### src/rtl/rcp_pkg.sv
// ----------------------------------------------------------------------------
// rcp_pkg: rhythm chart text parser shared definitions
// Event and mode codes, character constants and the per-byte event record.
// ----------------------------------------------------------------------------
`default_nettype none

package rcp_pkg;

    localparam int POSITION_BITS_DEF = 32;
    localparam int SPAN_W            = 32;
    localparam int ROW_W             = 32;
    localparam int HEADER_COUNT      = 5;
    localparam int NOTES_LEN         = 5;
    localparam int EVQ_DEPTH         = 4;
    localparam int EVQ_PTR_W         = $clog2(EVQ_DEPTH);
    localparam int EVQ_CNT_W         = $clog2(EVQ_DEPTH + 1);

    localparam logic [7:0] CH_HASH  = 8'h23;
    localparam logic [7:0] CH_COLON = 8'h3A;
    localparam logic [7:0] CH_SEMI  = 8'h3B;
    localparam logic [7:0] CH_COMMA = 8'h2C;
    localparam logic [7:0] CH_NL    = 8'h0A;
    localparam logic [7:0] CH_SLASH = 8'h2F;

    typedef enum logic [2:0] {
        EV_HEADER       = 3'd0,
        EV_CHART_START  = 3'd1,
        EV_CHART_HEADER = 3'd2,
        EV_MEASURE_END  = 3'd3,
        EV_ROW          = 3'd4,
        EV_CHART_END    = 3'd5,
        EV_VERDICT      = 3'd6
    } t_event;

    typedef enum logic [3:0] {
        MODE_SCAN     = 4'd0,
        MODE_NAME     = 4'd1,
        MODE_VALUE    = 4'd2,
        MODE_CH_WS    = 4'd3,
        MODE_CH_TEXT  = 4'd4,
        MODE_MEASURES = 4'd5,
        MODE_SLASH    = 4'd6,
        MODE_COMMENT  = 4'd7,
        MODE_ROW      = 4'd8,
        MODE_ROW_SKIP = 4'd9
    } t_mode;

    // All events caused by one byte: a main event, an optional measure or
    // chart end after a row, and the verdict on the final byte.
    typedef struct packed {
        logic                has_main;
        t_event              main_kind;
        logic [SPAN_W-1:0]   s1;
        logic [SPAN_W-1:0]   l1;
        logic [SPAN_W-1:0]   s2;
        logic [SPAN_W-1:0]   l2;
        logic [2:0]          hdr_idx;
        logic [ROW_W-1:0]    row;
        logic                has_second;
        t_event              second_kind;
        logic                has_verdict;
        logic                verdict;
    } t_run;

    function automatic logic is_space(input logic [7:0] b);
        return (b == 8'h20) || (b == 8'h09) || (b == 8'h0A) || (b == 8'h0D) ||
               (b == 8'h0B) || (b == 8'h0C);
    endfunction

    function automatic logic [7:0] notes_char(input logic [2:0] i);
        logic [7:0] c;
        case (i)
            3'd0:    c = 8'h4E;
            3'd1:    c = 8'h4F;
            3'd2:    c = 8'h54;
            3'd3:    c = 8'h45;
            3'd4:    c = 8'h53;
            default: c = 8'h00;
        endcase
        return c;
    endfunction

endpackage

`default_nettype wire

### src/rtl/rcp_in_if.sv
// ----------------------------------------------------------------------------
// rcp_in_if: byte request channel
// Valid/ready channel carrying one text byte and its last-byte mark.
// ----------------------------------------------------------------------------
`default_nettype none

interface rcp_in_if;
    logic       valid;
    logic       ready;
    logic [7:0] data_byte;
    logic       final_byte;

    modport source (output valid, output data_byte, output final_byte, input ready);
    modport sink   (input valid, input data_byte, input final_byte, output ready);
endinterface

`default_nettype wire

### src/rtl/rcp_out_if.sv
// ----------------------------------------------------------------------------
// rcp_out_if: parse event channel
// Valid/ready channel carrying one parse event.
// ----------------------------------------------------------------------------
`default_nettype none

interface rcp_out_if;
    logic        valid;
    logic        ready;
    logic [2:0]  event_kind;
    logic [31:0] first_span_start;
    logic [31:0] first_span_length;
    logic [31:0] second_span_start;
    logic [31:0] second_span_length;
    logic [2:0]  chart_header_index;
    logic [31:0] row_characters;
    logic        file_valid;
    logic        last_of_run;

    modport source (
        output valid, input ready,
        output event_kind, output first_span_start, output first_span_length,
        output second_span_start, output second_span_length,
        output chart_header_index, output row_characters, output file_valid,
        output last_of_run
    );
    modport sink (
        input valid, output ready,
        input event_kind, input first_span_start, input first_span_length,
        input second_span_start, input second_span_length,
        input chart_header_index, input row_characters, input file_valid,
        input last_of_run
    );
endinterface

`default_nettype wire

### src/rtl/rcp_evq.sv
// ----------------------------------------------------------------------------
// rcp_evq: event queue and sequencer
// Holds per-byte event records and hands out their events one per request.
// ----------------------------------------------------------------------------
`default_nettype none

module rcp_evq (
    input  wire            i_clk,
    input  wire            i_rst_n,
    input  wire            i_push,
    input  rcp_pkg::t_run  i_run,
    output logic           o_ready,
    rcp_out_if.source      o_out
);

    rcp_pkg::t_run                     r_mem [rcp_pkg::EVQ_DEPTH];
    logic [rcp_pkg::EVQ_PTR_W-1:0]     r_wr_ptr;
    logic [rcp_pkg::EVQ_PTR_W-1:0]     r_rd_ptr;
    logic [rcp_pkg::EVQ_CNT_W-1:0]     r_count;
    logic [2:0]                        r_done;

    rcp_pkg::t_run head;
    logic [2:0]    flags;
    logic [2:0]    rem;
    logic [2:0]    cur;
    logic          last;
    logic          fire;
    logic          pop;

    localparam logic [rcp_pkg::EVQ_PTR_W-1:0] PTR_LAST =
        rcp_pkg::EVQ_PTR_W'(rcp_pkg::EVQ_DEPTH - 1);
    localparam logic [rcp_pkg::EVQ_CNT_W-1:0] CNT_FULL =
        rcp_pkg::EVQ_CNT_W'(rcp_pkg::EVQ_DEPTH);

    always_comb begin
        head  = r_mem[r_rd_ptr];
        flags = {head.has_verdict, head.has_second, head.has_main};
        rem   = flags & ~r_done;
        cur   = rem & (~rem + 3'd1);       // lowest pending event
        last  = (rem & ~cur) == 3'b000;
        fire  = o_out.valid && o_out.ready;
        pop   = fire && last;
        o_ready = r_count < CNT_FULL;
    end

    always_comb begin
        o_out.valid              = r_count != '0;
        o_out.event_kind         = cur[0] ? head.main_kind :
                                   cur[1] ? head.second_kind : rcp_pkg::EV_VERDICT;
        o_out.first_span_start   = cur[0] ? head.s1 : '0;
        o_out.first_span_length  = cur[0] ? head.l1 : '0;
        o_out.second_span_start  = cur[0] ? head.s2 : '0;
        o_out.second_span_length = cur[0] ? head.l2 : '0;
        o_out.chart_header_index = cur[0] ? head.hdr_idx : '0;
        o_out.row_characters     = cur[0] ? head.row : '0;
        o_out.file_valid         = cur[2] & head.verdict;
        o_out.last_of_run        = last;
    end

    always_ff @(posedge i_clk) begin
        if (i_push) begin
            r_mem[r_wr_ptr] <= i_run;
        end
    end

    always_ff @(posedge i_clk) begin
        if (!i_rst_n) begin
            r_wr_ptr <= '0;
            r_rd_ptr <= '0;
            r_count  <= '0;
            r_done   <= '0;
        end else begin
            if (i_push) begin
                r_wr_ptr <= (r_wr_ptr == PTR_LAST) ? '0 : r_wr_ptr + 1'b1;
            end
            if (pop) begin
                r_rd_ptr <= (r_rd_ptr == PTR_LAST) ? '0 : r_rd_ptr + 1'b1;
                r_done   <= '0;
            end else if (fire) begin
                r_done   <= r_done | cur;
            end
            case ({i_push, pop})
                2'b10:   r_count <= r_count + 1'b1;
                2'b01:   r_count <= r_count - 1'b1;
                default: r_count <= r_count;
            endcase
        end
    end

`ifndef NO_ASSERTIONS
    a_count_bound: assert property (@(posedge i_clk) disable iff (!i_rst_n)
        r_count <= CNT_FULL)
        else $error("event queue count above depth");
    a_no_overflow: assert property (@(posedge i_clk) disable iff (!i_rst_n)
        i_push |-> (r_count < CNT_FULL))
        else $error("record pushed into full event queue");
    a_done_subset: assert property (@(posedge i_clk) disable iff (!i_rst_n)
        (r_count != '0) |-> ((r_done & ~flags) == 3'b000) && (rem != 3'b000))
        else $error("sequencer progress outside head record");
    a_partial_holds: assert property (@(posedge i_clk) disable iff (!i_rst_n)
        (fire && !last) |=> $stable(r_rd_ptr) && (r_count != '0))
        else $error("head record left before its last event");
`endif

endmodule

`default_nettype wire

### src/rtl/rhythm_chart_text_parser.sv
// ----------------------------------------------------------------------------
// rhythm_chart_text_parser: streaming chart text parser
// Turns a chart text byte stream into header, chart and row parse events.
// ----------------------------------------------------------------------------
// The parser takes one byte per clock on i_in while i_in.ready is high and
// registers its new state as the byte is taken; the events a byte causes (at
// most two: a main event such as a row, plus either a following measure or
// chart end or the verdict on the final byte) are written as one record into
// a four-entry event queue and show on o_out behind any older records, one
// event per cycle while o_out.ready is high. A byte that causes no event
// writes nothing into the queue. i_in.ready drops only while the event queue
// is full, so new bytes are taken while older events still wait. After the final
// byte the parser is back in its reset state and offsets restart at zero.
// ----------------------------------------------------------------------------
`default_nettype none

module rhythm_chart_text_parser #(
    parameter int POSITION_BITS = rcp_pkg::POSITION_BITS_DEF
) (
    input  wire        i_clk,
    input  wire        i_rst_n,
    rcp_in_if.sink     i_in,
    rcp_out_if.source  o_out
);

    localparam int PB = POSITION_BITS;

    rcp_pkg::t_mode    r_mode,       n_mode;
    logic [PB-1:0]     r_pos,        n_pos;
    logic [PB-1:0]     r_span_begin, n_span_begin;
    logic [PB-1:0]     r_name_begin, n_name_begin;
    logic [PB-1:0]     r_name_len,   n_name_len;
    logic [2:0]        r_kw_idx,     n_kw_idx;
    logic              r_kw_miss,    n_kw_miss;
    logic [2:0]        r_hdr_cnt,    n_hdr_cnt;
    logic [23:0]       r_row_buf,    n_row_buf;
    logic [1:0]        r_row_fill,   n_row_fill;
    logic              r_any_hdr,    n_any_hdr;
    logic              r_any_chart,  n_any_chart;
    logic              r_err,        n_err;

    rcp_pkg::t_run     run;
    rcp_pkg::t_event   mb_kind;
    rcp_pkg::t_mode    mb_mode;
    logic              mb_emit;
    logic              mb_row;
    logic              ch_done;
    logic [PB-1:0]     ch_begin;
    logic [7:0]        b;
    logic              fin;
    logic              in_fire;
    logic              push;
    logic              evq_ready;

    function automatic logic [rcp_pkg::SPAN_W-1:0] to_span(input logic [PB-1:0] v);
        logic [63:0] w;
        w = 64'(v);
        return w[rcp_pkg::SPAN_W-1:0];
    endfunction

    assign i_in.ready = evq_ready;
    assign in_fire    = i_in.valid && evq_ready;
    assign b          = i_in.data_byte;
    assign fin        = i_in.final_byte;

    // Measure-level decode of the current byte, shared by several modes.
    always_comb begin
        mb_emit = 1'b0;
        mb_kind = rcp_pkg::EV_MEASURE_END;
        mb_mode = rcp_pkg::MODE_MEASURES;
        mb_row  = 1'b0;
        if (b == rcp_pkg::CH_SEMI) begin
            mb_emit = 1'b1;
            mb_kind = rcp_pkg::EV_CHART_END;
            mb_mode = rcp_pkg::MODE_SCAN;
        end else if (b == rcp_pkg::CH_COMMA) begin
            mb_emit = 1'b1;
        end else if (b == rcp_pkg::CH_SLASH) begin
            mb_mode = rcp_pkg::MODE_SLASH;
        end else if (!rcp_pkg::is_space(b)) begin
            mb_row  = 1'b1;
            mb_mode = rcp_pkg::MODE_ROW;
        end
    end

    always_comb begin
        n_mode       = r_mode;
        n_pos        = r_pos + 1'b1;
        n_span_begin = r_span_begin;
        n_name_begin = r_name_begin;
        n_name_len   = r_name_len;
        n_kw_idx     = r_kw_idx;
        n_kw_miss    = r_kw_miss;
        n_hdr_cnt    = r_hdr_cnt;
        n_row_buf    = r_row_buf;
        n_row_fill   = r_row_fill;
        n_any_hdr    = r_any_hdr;
        n_any_chart  = r_any_chart;
        n_err        = r_err;
        run          = '0;
        ch_done      = 1'b0;
        ch_begin     = r_span_begin;

        unique case (r_mode)
            rcp_pkg::MODE_NAME: begin
                if (b == rcp_pkg::CH_COLON) begin
                    if (!r_kw_miss && (r_kw_idx == 3'(rcp_pkg::NOTES_LEN))) begin
                        run.has_main  = 1'b1;
                        run.main_kind = rcp_pkg::EV_CHART_START;
                        n_any_chart   = 1'b1;
                        n_hdr_cnt     = '0;
                        n_mode        = rcp_pkg::MODE_CH_WS;
                    end else begin
                        n_name_begin = r_span_begin;
                        n_name_len   = r_pos - r_span_begin;
                        n_span_begin = r_pos + 1'b1;
                        n_mode       = rcp_pkg::MODE_VALUE;
                    end
                end else if ((r_kw_idx < 3'(rcp_pkg::NOTES_LEN)) &&
                             (b == rcp_pkg::notes_char(r_kw_idx))) begin
                    n_kw_idx = r_kw_idx + 1'b1;
                end else begin
                    n_kw_miss = 1'b1;
                end
            end
            rcp_pkg::MODE_VALUE: begin
                if (b == rcp_pkg::CH_SEMI) begin
                    run.has_main  = 1'b1;
                    run.main_kind = rcp_pkg::EV_HEADER;
                    run.s1        = to_span(r_name_begin);
                    run.l1        = to_span(r_name_len);
                    run.s2        = to_span(r_span_begin);
                    run.l2        = to_span(r_pos - r_span_begin);
                    n_any_hdr     = 1'b1;
                    n_mode        = rcp_pkg::MODE_SCAN;
                end
            end
            rcp_pkg::MODE_CH_WS: begin
                if (!rcp_pkg::is_space(b)) begin
                    n_span_begin = r_pos;
                    ch_begin     = r_pos;
                    if (b == rcp_pkg::CH_COLON) begin
                        ch_done = 1'b1;
                    end else begin
                        n_mode = rcp_pkg::MODE_CH_TEXT;
                    end
                end
            end
            rcp_pkg::MODE_CH_TEXT: begin
                ch_done = b == rcp_pkg::CH_COLON;
            end
            rcp_pkg::MODE_MEASURES: begin
                n_mode        = mb_mode;
                run.has_main  = mb_emit;
                run.main_kind = mb_kind;
                if (mb_row) begin
                    n_row_buf  = {16'h0000, b};
                    n_row_fill = 2'd1;
                end
            end
            rcp_pkg::MODE_SLASH: begin
                if (b == rcp_pkg::CH_SLASH) begin
                    n_mode = rcp_pkg::MODE_COMMENT;
                end else begin
                    n_row_buf  = {8'h00, b, rcp_pkg::CH_SLASH};
                    n_row_fill = 2'd2;
                    n_mode     = rcp_pkg::MODE_ROW;
                end
            end
            rcp_pkg::MODE_COMMENT: begin
                if (b == rcp_pkg::CH_NL) begin
                    n_mode = rcp_pkg::MODE_MEASURES;
                end
            end
            rcp_pkg::MODE_ROW: begin
                if (r_row_fill != 2'd3) begin
                    n_row_buf  = r_row_buf | (24'(b) << {r_row_fill, 3'b000});
                    n_row_fill = r_row_fill + 1'b1;
                end else if (!fin) begin
                    run.has_main  = 1'b1;
                    run.main_kind = rcp_pkg::EV_ROW;
                    run.row       = {b, r_row_buf};
                    n_row_buf     = '0;
                    n_row_fill    = '0;
                    if (b == rcp_pkg::CH_NL) begin
                        n_mode = rcp_pkg::MODE_MEASURES;
                    end else if (b == rcp_pkg::CH_COMMA || b == rcp_pkg::CH_SEMI) begin
                        run.has_second  = 1'b1;
                        run.second_kind = mb_kind;
                        n_mode          = mb_mode;
                    end else begin
                        n_mode = rcp_pkg::MODE_ROW_SKIP;
                    end
                end
            end
            rcp_pkg::MODE_ROW_SKIP: begin
                if (b == rcp_pkg::CH_NL) begin
                    n_mode = rcp_pkg::MODE_MEASURES;
                end else if (b == rcp_pkg::CH_COMMA || b == rcp_pkg::CH_SEMI) begin
                    run.has_main  = 1'b1;
                    run.main_kind = mb_kind;
                    n_mode        = mb_mode;
                end
            end
            default: begin
                if (b == rcp_pkg::CH_HASH) begin
                    n_span_begin = r_pos + 1'b1;
                    n_kw_idx     = '0;
                    n_kw_miss    = 1'b0;
                    n_mode       = rcp_pkg::MODE_NAME;
                end else begin
                    n_mode = rcp_pkg::MODE_SCAN;
                end
            end
        endcase

        if (ch_done) begin
            run.has_main  = 1'b1;
            run.main_kind = rcp_pkg::EV_CHART_HEADER;
            run.s1        = to_span(ch_begin);
            run.l1        = to_span(r_pos - ch_begin);
            run.hdr_idx   = r_hdr_cnt;
            n_hdr_cnt     = r_hdr_cnt + 1'b1;
            if (r_hdr_cnt >= 3'(rcp_pkg::HEADER_COUNT - 1)) begin
                n_row_buf  = '0;
                n_row_fill = '0;
                n_mode     = rcp_pkg::MODE_MEASURES;
            end else begin
                n_mode = rcp_pkg::MODE_CH_WS;
            end
        end

        // Final byte: give the verdict and drop back to the reset state.
        if (fin) begin
            n_err = r_err || (n_mode != rcp_pkg::MODE_SCAN &&
                              n_mode != rcp_pkg::MODE_CH_WS);
            run.has_verdict = 1'b1;
            run.verdict     = !n_err && n_any_hdr && n_any_chart;
            n_mode       = rcp_pkg::MODE_SCAN;
            n_pos        = '0;
            n_span_begin = '0;
            n_name_begin = '0;
            n_name_len   = '0;
            n_kw_idx     = '0;
            n_kw_miss    = 1'b0;
            n_hdr_cnt    = '0;
            n_row_buf    = '0;
            n_row_fill   = '0;
            n_any_hdr    = 1'b0;
            n_any_chart  = 1'b0;
            n_err        = 1'b0;
        end

        push = in_fire && (run.has_main || run.has_second || run.has_verdict);
    end

    always_ff @(posedge i_clk) begin
        if (!i_rst_n) begin
            r_mode       <= rcp_pkg::MODE_SCAN;
            r_pos        <= '0;
            r_span_begin <= '0;
            r_name_begin <= '0;
            r_name_len   <= '0;
            r_kw_idx     <= '0;
            r_kw_miss    <= 1'b0;
            r_hdr_cnt    <= '0;
            r_row_buf    <= '0;
            r_row_fill   <= '0;
            r_any_hdr    <= 1'b0;
            r_any_chart  <= 1'b0;
            r_err        <= 1'b0;
        end else if (in_fire) begin
            r_mode       <= n_mode;
            r_pos        <= n_pos;
            r_span_begin <= n_span_begin;
            r_name_begin <= n_name_begin;
            r_name_len   <= n_name_len;
            r_kw_idx     <= n_kw_idx;
            r_kw_miss    <= n_kw_miss;
            r_hdr_cnt    <= n_hdr_cnt;
            r_row_buf    <= n_row_buf;
            r_row_fill   <= n_row_fill;
            r_any_hdr    <= n_any_hdr;
            r_any_chart  <= n_any_chart;
            r_err        <= n_err;
        end
    end

    rcp_evq u_evq (
        .i_clk   (i_clk),
        .i_rst_n (i_rst_n),
        .i_push  (push),
        .i_run   (run),
        .o_ready (evq_ready),
        .o_out   (o_out)
    );

`ifndef NO_ASSERTIONS
    a_final_resets: assert property (@(posedge i_clk) disable iff (!i_rst_n)
        (in_fire && fin) |=> (r_pos == '0) && (r_mode == rcp_pkg::MODE_SCAN) &&
                             !r_any_hdr && !r_any_chart && !r_err)
        else $error("state not cleared after final byte");
    a_hold_idle: assert property (@(posedge i_clk) disable iff (!i_rst_n)
        !in_fire |=> $stable(r_pos) && $stable(r_mode))
        else $error("parser state moved without a byte");
    a_hdr_bound: assert property (@(posedge i_clk) disable iff (!i_rst_n)
        r_hdr_cnt <= 3'(rcp_pkg::HEADER_COUNT))
        else $error("chart header count out of range");
    a_final_pushes: assert property (@(posedge i_clk) disable iff (!i_rst_n)
        (in_fire && fin) |-> push && run.has_verdict)
        else $error("final byte without verdict record");
`endif

endmodule

`default_nettype wire

### src/flat_wrapper.sv
// flat-port wrapper written by rule: the top's interface ports become plain ports
module rhythm_chart_text_parser_flat 
#(
    parameter int POSITION_BITS = rcp_pkg::POSITION_BITS_DEF
)
  (i_clk, i_rst_n, i_in_valid, i_in_data_byte, i_in_final_byte, i_in_ready, o_out_valid, o_out_ready, o_out_event_kind, o_out_first_span_start, o_out_first_span_length, o_out_second_span_start, o_out_second_span_length, o_out_chart_header_index, o_out_row_characters, o_out_file_valid, o_out_last_of_run);
  rcp_in_if i_in_i ();
  rcp_out_if o_out_i ();
  input  wire i_clk;
  input  wire i_rst_n;
  input wire logic [$bits(i_in_i.valid)-1:0] i_in_valid;
  input wire logic [$bits(i_in_i.data_byte)-1:0] i_in_data_byte;
  input wire logic [$bits(i_in_i.final_byte)-1:0] i_in_final_byte;
  output wire logic [$bits(i_in_i.ready)-1:0] i_in_ready;
  output wire logic [$bits(o_out_i.valid)-1:0] o_out_valid;
  input wire logic [$bits(o_out_i.ready)-1:0] o_out_ready;
  output wire logic [$bits(o_out_i.event_kind)-1:0] o_out_event_kind;
  output wire logic [$bits(o_out_i.first_span_start)-1:0] o_out_first_span_start;
  output wire logic [$bits(o_out_i.first_span_length)-1:0] o_out_first_span_length;
  output wire logic [$bits(o_out_i.second_span_start)-1:0] o_out_second_span_start;
  output wire logic [$bits(o_out_i.second_span_length)-1:0] o_out_second_span_length;
  output wire logic [$bits(o_out_i.chart_header_index)-1:0] o_out_chart_header_index;
  output wire logic [$bits(o_out_i.row_characters)-1:0] o_out_row_characters;
  output wire logic [$bits(o_out_i.file_valid)-1:0] o_out_file_valid;
  output wire logic [$bits(o_out_i.last_of_run)-1:0] o_out_last_of_run;
  assign i_in_i.valid = i_in_valid;
  assign i_in_i.data_byte = i_in_data_byte;
  assign i_in_i.final_byte = i_in_final_byte;
  assign i_in_ready = i_in_i.ready;
  assign o_out_valid = o_out_i.valid;
  assign o_out_i.ready = o_out_ready;
  assign o_out_event_kind = o_out_i.event_kind;
  assign o_out_first_span_start = o_out_i.first_span_start;
  assign o_out_first_span_length = o_out_i.first_span_length;
  assign o_out_second_span_start = o_out_i.second_span_start;
  assign o_out_second_span_length = o_out_i.second_span_length;
  assign o_out_chart_header_index = o_out_i.chart_header_index;
  assign o_out_row_characters = o_out_i.row_characters;
  assign o_out_file_valid = o_out_i.file_valid;
  assign o_out_last_of_run = o_out_i.last_of_run;
  rhythm_chart_text_parser #(.POSITION_BITS(POSITION_BITS)) u_core (.i_clk(i_clk), .i_rst_n(i_rst_n), .i_in(i_in_i), .o_out(o_out_i));
endmodule
### config.mk
export PLATFORM = sky130hd
export DESIGN_NAME = rhythm_chart_text_parser_flat
export DESIGN_NICKNAME = d
export VERILOG_FILES = /design/src/rtl/rcp_pkg.sv /design/src/rtl/rcp_in_if.sv /design/src/rtl/rcp_out_if.sv /design/src/rtl/rcp_evq.sv /design/src/rtl/rhythm_chart_text_parser.sv /design/src/flat_wrapper.sv
export SDC_FILE = /design/constraint.sdc
export NUM_CORES = 1
export LEC_CHECK = 0
export BUFFER_PORTS_ARGS = -buffer_cell sky130_fd_sc_hd__buf_2
export CAP_MARGIN = 0
export CORE_ASPECT_RATIO = 1.25
export CORE_UTILIZATION = 50
export CTS_CLUSTER_DIAMETER = 50
export CTS_CLUSTER_SIZE = 40
export DETAILED_ROUTE_END_ITERATION = 7
export GPL_ROUTABILITY_DRIVEN = 0
export GPL_TIMING_DRIVEN = 1
export MAX_ROUTING_LAYER = met4
export PLACE_DENSITY = 0.63
export SETUP_SLACK_MARGIN = 0.3
export SKIP_CTS_REPAIR_TIMING = 1
export SLEW_MARGIN = 20
export SYNTH_ARGS = -nofsm -noshare
export SYNTH_HDL_FRONTEND = slang
export SYNTH_SLANG_ARGS = --single-unit
### constraint.sdc
create_clock -name i_clk -period 9.8 [get_ports i_clk]
set_input_delay 1.47 -clock i_clk [delete_from_list [all_inputs] [get_ports i_clk]]
set_output_delay 1.47 -clock i_clk [all_outputs]
set_load 0.02 [all_outputs]
==> impl_results.md <==
* Final setup vio count at 0
* GR Util All Layers at 25.6%
* Via count at 25100
* Longest Clk Path Bufs at 3
* Leak at 0.0150 uW
* PwrDens at 182 nW/um^2
* Top FF cell, synth: edfxtp_1
* Crit path largest cell delay at 0.58 ns
* Drt drc at 0
* HP Class: reg -> reg
* Total clock sinks at 867
* Top Ports at 183
* Distinct cell type count after synthesis at 81
* CTS tree: done
* Register bit total from synthesis at 867
* Synth cell count leaders: edfxtp_1, and2_1, o21ai_0
* Mean area per synthesized cell at 13.3 um^2
* Largest net degree at the start of global routing at 144
* Endpoints failing hold at 0
* Global-route wire length before repair at 150000 um
* Top cells by area, synth: edfxtp_1, mux4_2, dfxtp_1, and2_1, o21ai_0
* Clock-pin slew on the worst setup and hold paths at 0.07 ns
* Post-route ant nets at 0
* Setup WS pre-CTS at 2.77 ns
* H-Tree Depth at 3
* EDFF count, synth at 688
* Post-DP Area at 41100 um^2
* Critical path class: in -> reg
* Worst skew pair latency at 0.64 ns
* Crit end category: flip-flop
* Worst setup SP type: input pin
* Slew Limit Fails at 0
* Top delay family on crit path: compound AO/OA/AOI/OAI gates
* Synth-to-Final Area Change at 10.8%
* Skew final at 0.0306 ns
* Fin Setup TNS at 0 ns
* Port Buffers at 182
* Die Wd at 253 um
* Register area share after synthesis at 61.7%
* Crit-path cells: buf_2 -> or2_2 -> and3_1 -> o21ai_1 -> buf_4 -> and2_2 -> buf_4 -> a21oi_1 -> ha_1 -> nand3_1 -> a2111oi_0 -> a22oi_1 -> o21ai_0 -> nor3b_1 -> o21ai_0 -> o21ai_0 -> xnor2_1 -> o21ai_0
* DR top layer: met4
* WL met2 at 50300 um
* Final setup margin at 3.22 ns
* Worst-path cell with the longest stage delay: buf_4
* Core Box Area at 77600 um^2
* Most used cell, CP: o21ai_0
* Ys async rst share at 0%
* Root Driver: clkbuf_16
* GR Overflow Total at 0
* Peak VDD IR at 0.0990 mV
* Min cycle time layout at 6.58 ns
* Final nets at 3137
* Synthesized Nets at 3044
* Rows at 114
* Slew headroom at 25.1%
* Mapped cell area at 39300 um^2
* Worst EP required at 10.19 ns
* Max-Cap Viols at 0
* Top cell type's share of synthesized area at 52.6%
* Final Hold Slack at 0.463 ns
* Iter 0 DRT Violations at 1966
* WL met1 at 39700 um
* Vias per inst at 6.05
* Vias in the first global route at 24700
* DR pass1 iterations at 7
* CP bufs+invs at 3
* TritonCTS buffer count at 67
* Fraction of layout cells with a size suffix above 1 at 17.9%
* Outcome: finished, final reports clean
* Slew at the pin closest to its max-slew limit at 1.12 ns
* Initial antenna violation count at 1
* Per-cell routed wire length at 24.0 um
* Fmax at 0.152 GHz
* Die height at 315 um
* Met3 wire len at 4930 um
* Largest area contributor in the netlist: edfxtp_1
* Total die area at 79700 um^2
* Initial Utilization at 50.7%
* Dpl hpwl at 64600 um
* Yosys warnings at 0
* Crit path arrival time at 6.96 ns
* RSZ-0062 raised after global routing: false
* Synth Instances at 2951
* Finished Cell Area at 43600 um^2
* Final WL at 99700 um
* Most frequent cell after synthesis: edfxtp_1
* Final Cycle Share at 67.1%
* Crit-path max FO at 53
-- power breakdown --
group | internal (uW) | switching, uW | leakage [uW]
Sequential | 3990 | 38.0 | 0.00785
Combinational | 364 | 585 | 0.00603
Clock | 1450 | 1490 | 0.00116
-- placed cells by master (no fill, tap or decap), drive strengths merged, types with 94 or more instances in the layout --
cell type  count
nand2        179
edfxtp       688
dfxtp        179
a21oi        163
nor2b         96
o21ai        206
mux4         168
and2         204
nor2         164
inv           94
buf          216
-- through the flow --
step	total power (uW)	instances	util, %
after floorplan	4760	2951	-
after global placement	5070	4019	53.0
after detailed placement	5080	4019	53.0
after CTS	7980	4143	56.1
after global routing	8190	4144	56.1
final	7910	4145	56.1
-- sequential cells by signal (all words and copies together), names as in the netlist, named ones only --
register               flops
u_core.r_span_begin       32
u_core.r_kw_miss           1
u_core.r_name_begin       32
u_core.r_any_chart         1
u_core.r_hdr_cnt           3
u_core.r_row_fill          2
u_core.r_any_hdr           1
u_core.u_evq.r_mem       688
u_core.u_evq.r_wr_ptr      2
u_core.r_row_buf          24
u_core.r_pos              32
u_core.u_evq.r_rd_ptr      2
u_core.u_evq.r_done        3
u_core.r_name_len         32
u_core.u_evq.r_count       3
u_core.r_kw_idx            3
u_core.r_mode              4
-- metal layers --
| layer | vias up | track usage [%] |
|---|---|---|
| met5 | - | - |
| met4 | 0 | 11.8 |
| met3 | 193 | 3.02 |
| met2 | 807 | 42.9 |
| met1 | 12700 | 31.2 |
| li1 | 11400 | - |
-- cell families (layout without fill, tap and decap cells) --
family | after synthesis | in the layout | synth area share, %
other | 0 | 2 | 0
XOR/XNOR | 63 | 63 | 1.40
AND/OR/NAND/NOR | 873 | 873 | 11.7
AO/OA/AOI/OAI | 637 | 637 | 10.2
buffers and inverters | 258 | 406 | 2.58
adder cells (fa/ha/maj) | 81 | 81 | 2.63
flip-flops | 867 | 867 | 61.7
multiplexers | 172 | 172 | 9.73
-- worst reg2reg max path: cells and delay by family (launching register included) --
| kind | cells | cell delay (ns) |
|---|---|---|
| xor gates and xnor gates | 1 | 0.08 |
| AOI/OAI and AO/OA | 7 | 2.33 |
| adders and majority gates | 1 | 0.39 |
| and+or+nand+nor | 5 | 1.37 |
| buffers and inverters | 2 | 0.88 |
| DFF | 1 | 0.71 |
-- final timing paths --
path,to,cells past startpoint,slack (ns),from
max,u_core.u_evq.r_mem[2][135],18,3.22,i_in_data_byte[0]
min,u_core.r_name_len[29],2,0.46,u_core.r_name_len[29]
max reg2reg,u_core.u_evq.r_mem[2][135],16,3.81,u_core.r_mode[1]
min reg2reg,u_core.r_name_len[29],2,0.46,u_core.r_name_len[29]
-- cell type report --
class,count,area (um^2)
flip-flops and latches,867,24300
inverters,66,248
well taps,1044,1310
diodes,2,5.00
clock buffers,74,1810
multi-input cells,1826,14100
clock inverters,50,594
fillers,6351,34000
repair buffers,216,1230
Note: power is estimated with default switching activity, not from simulation.
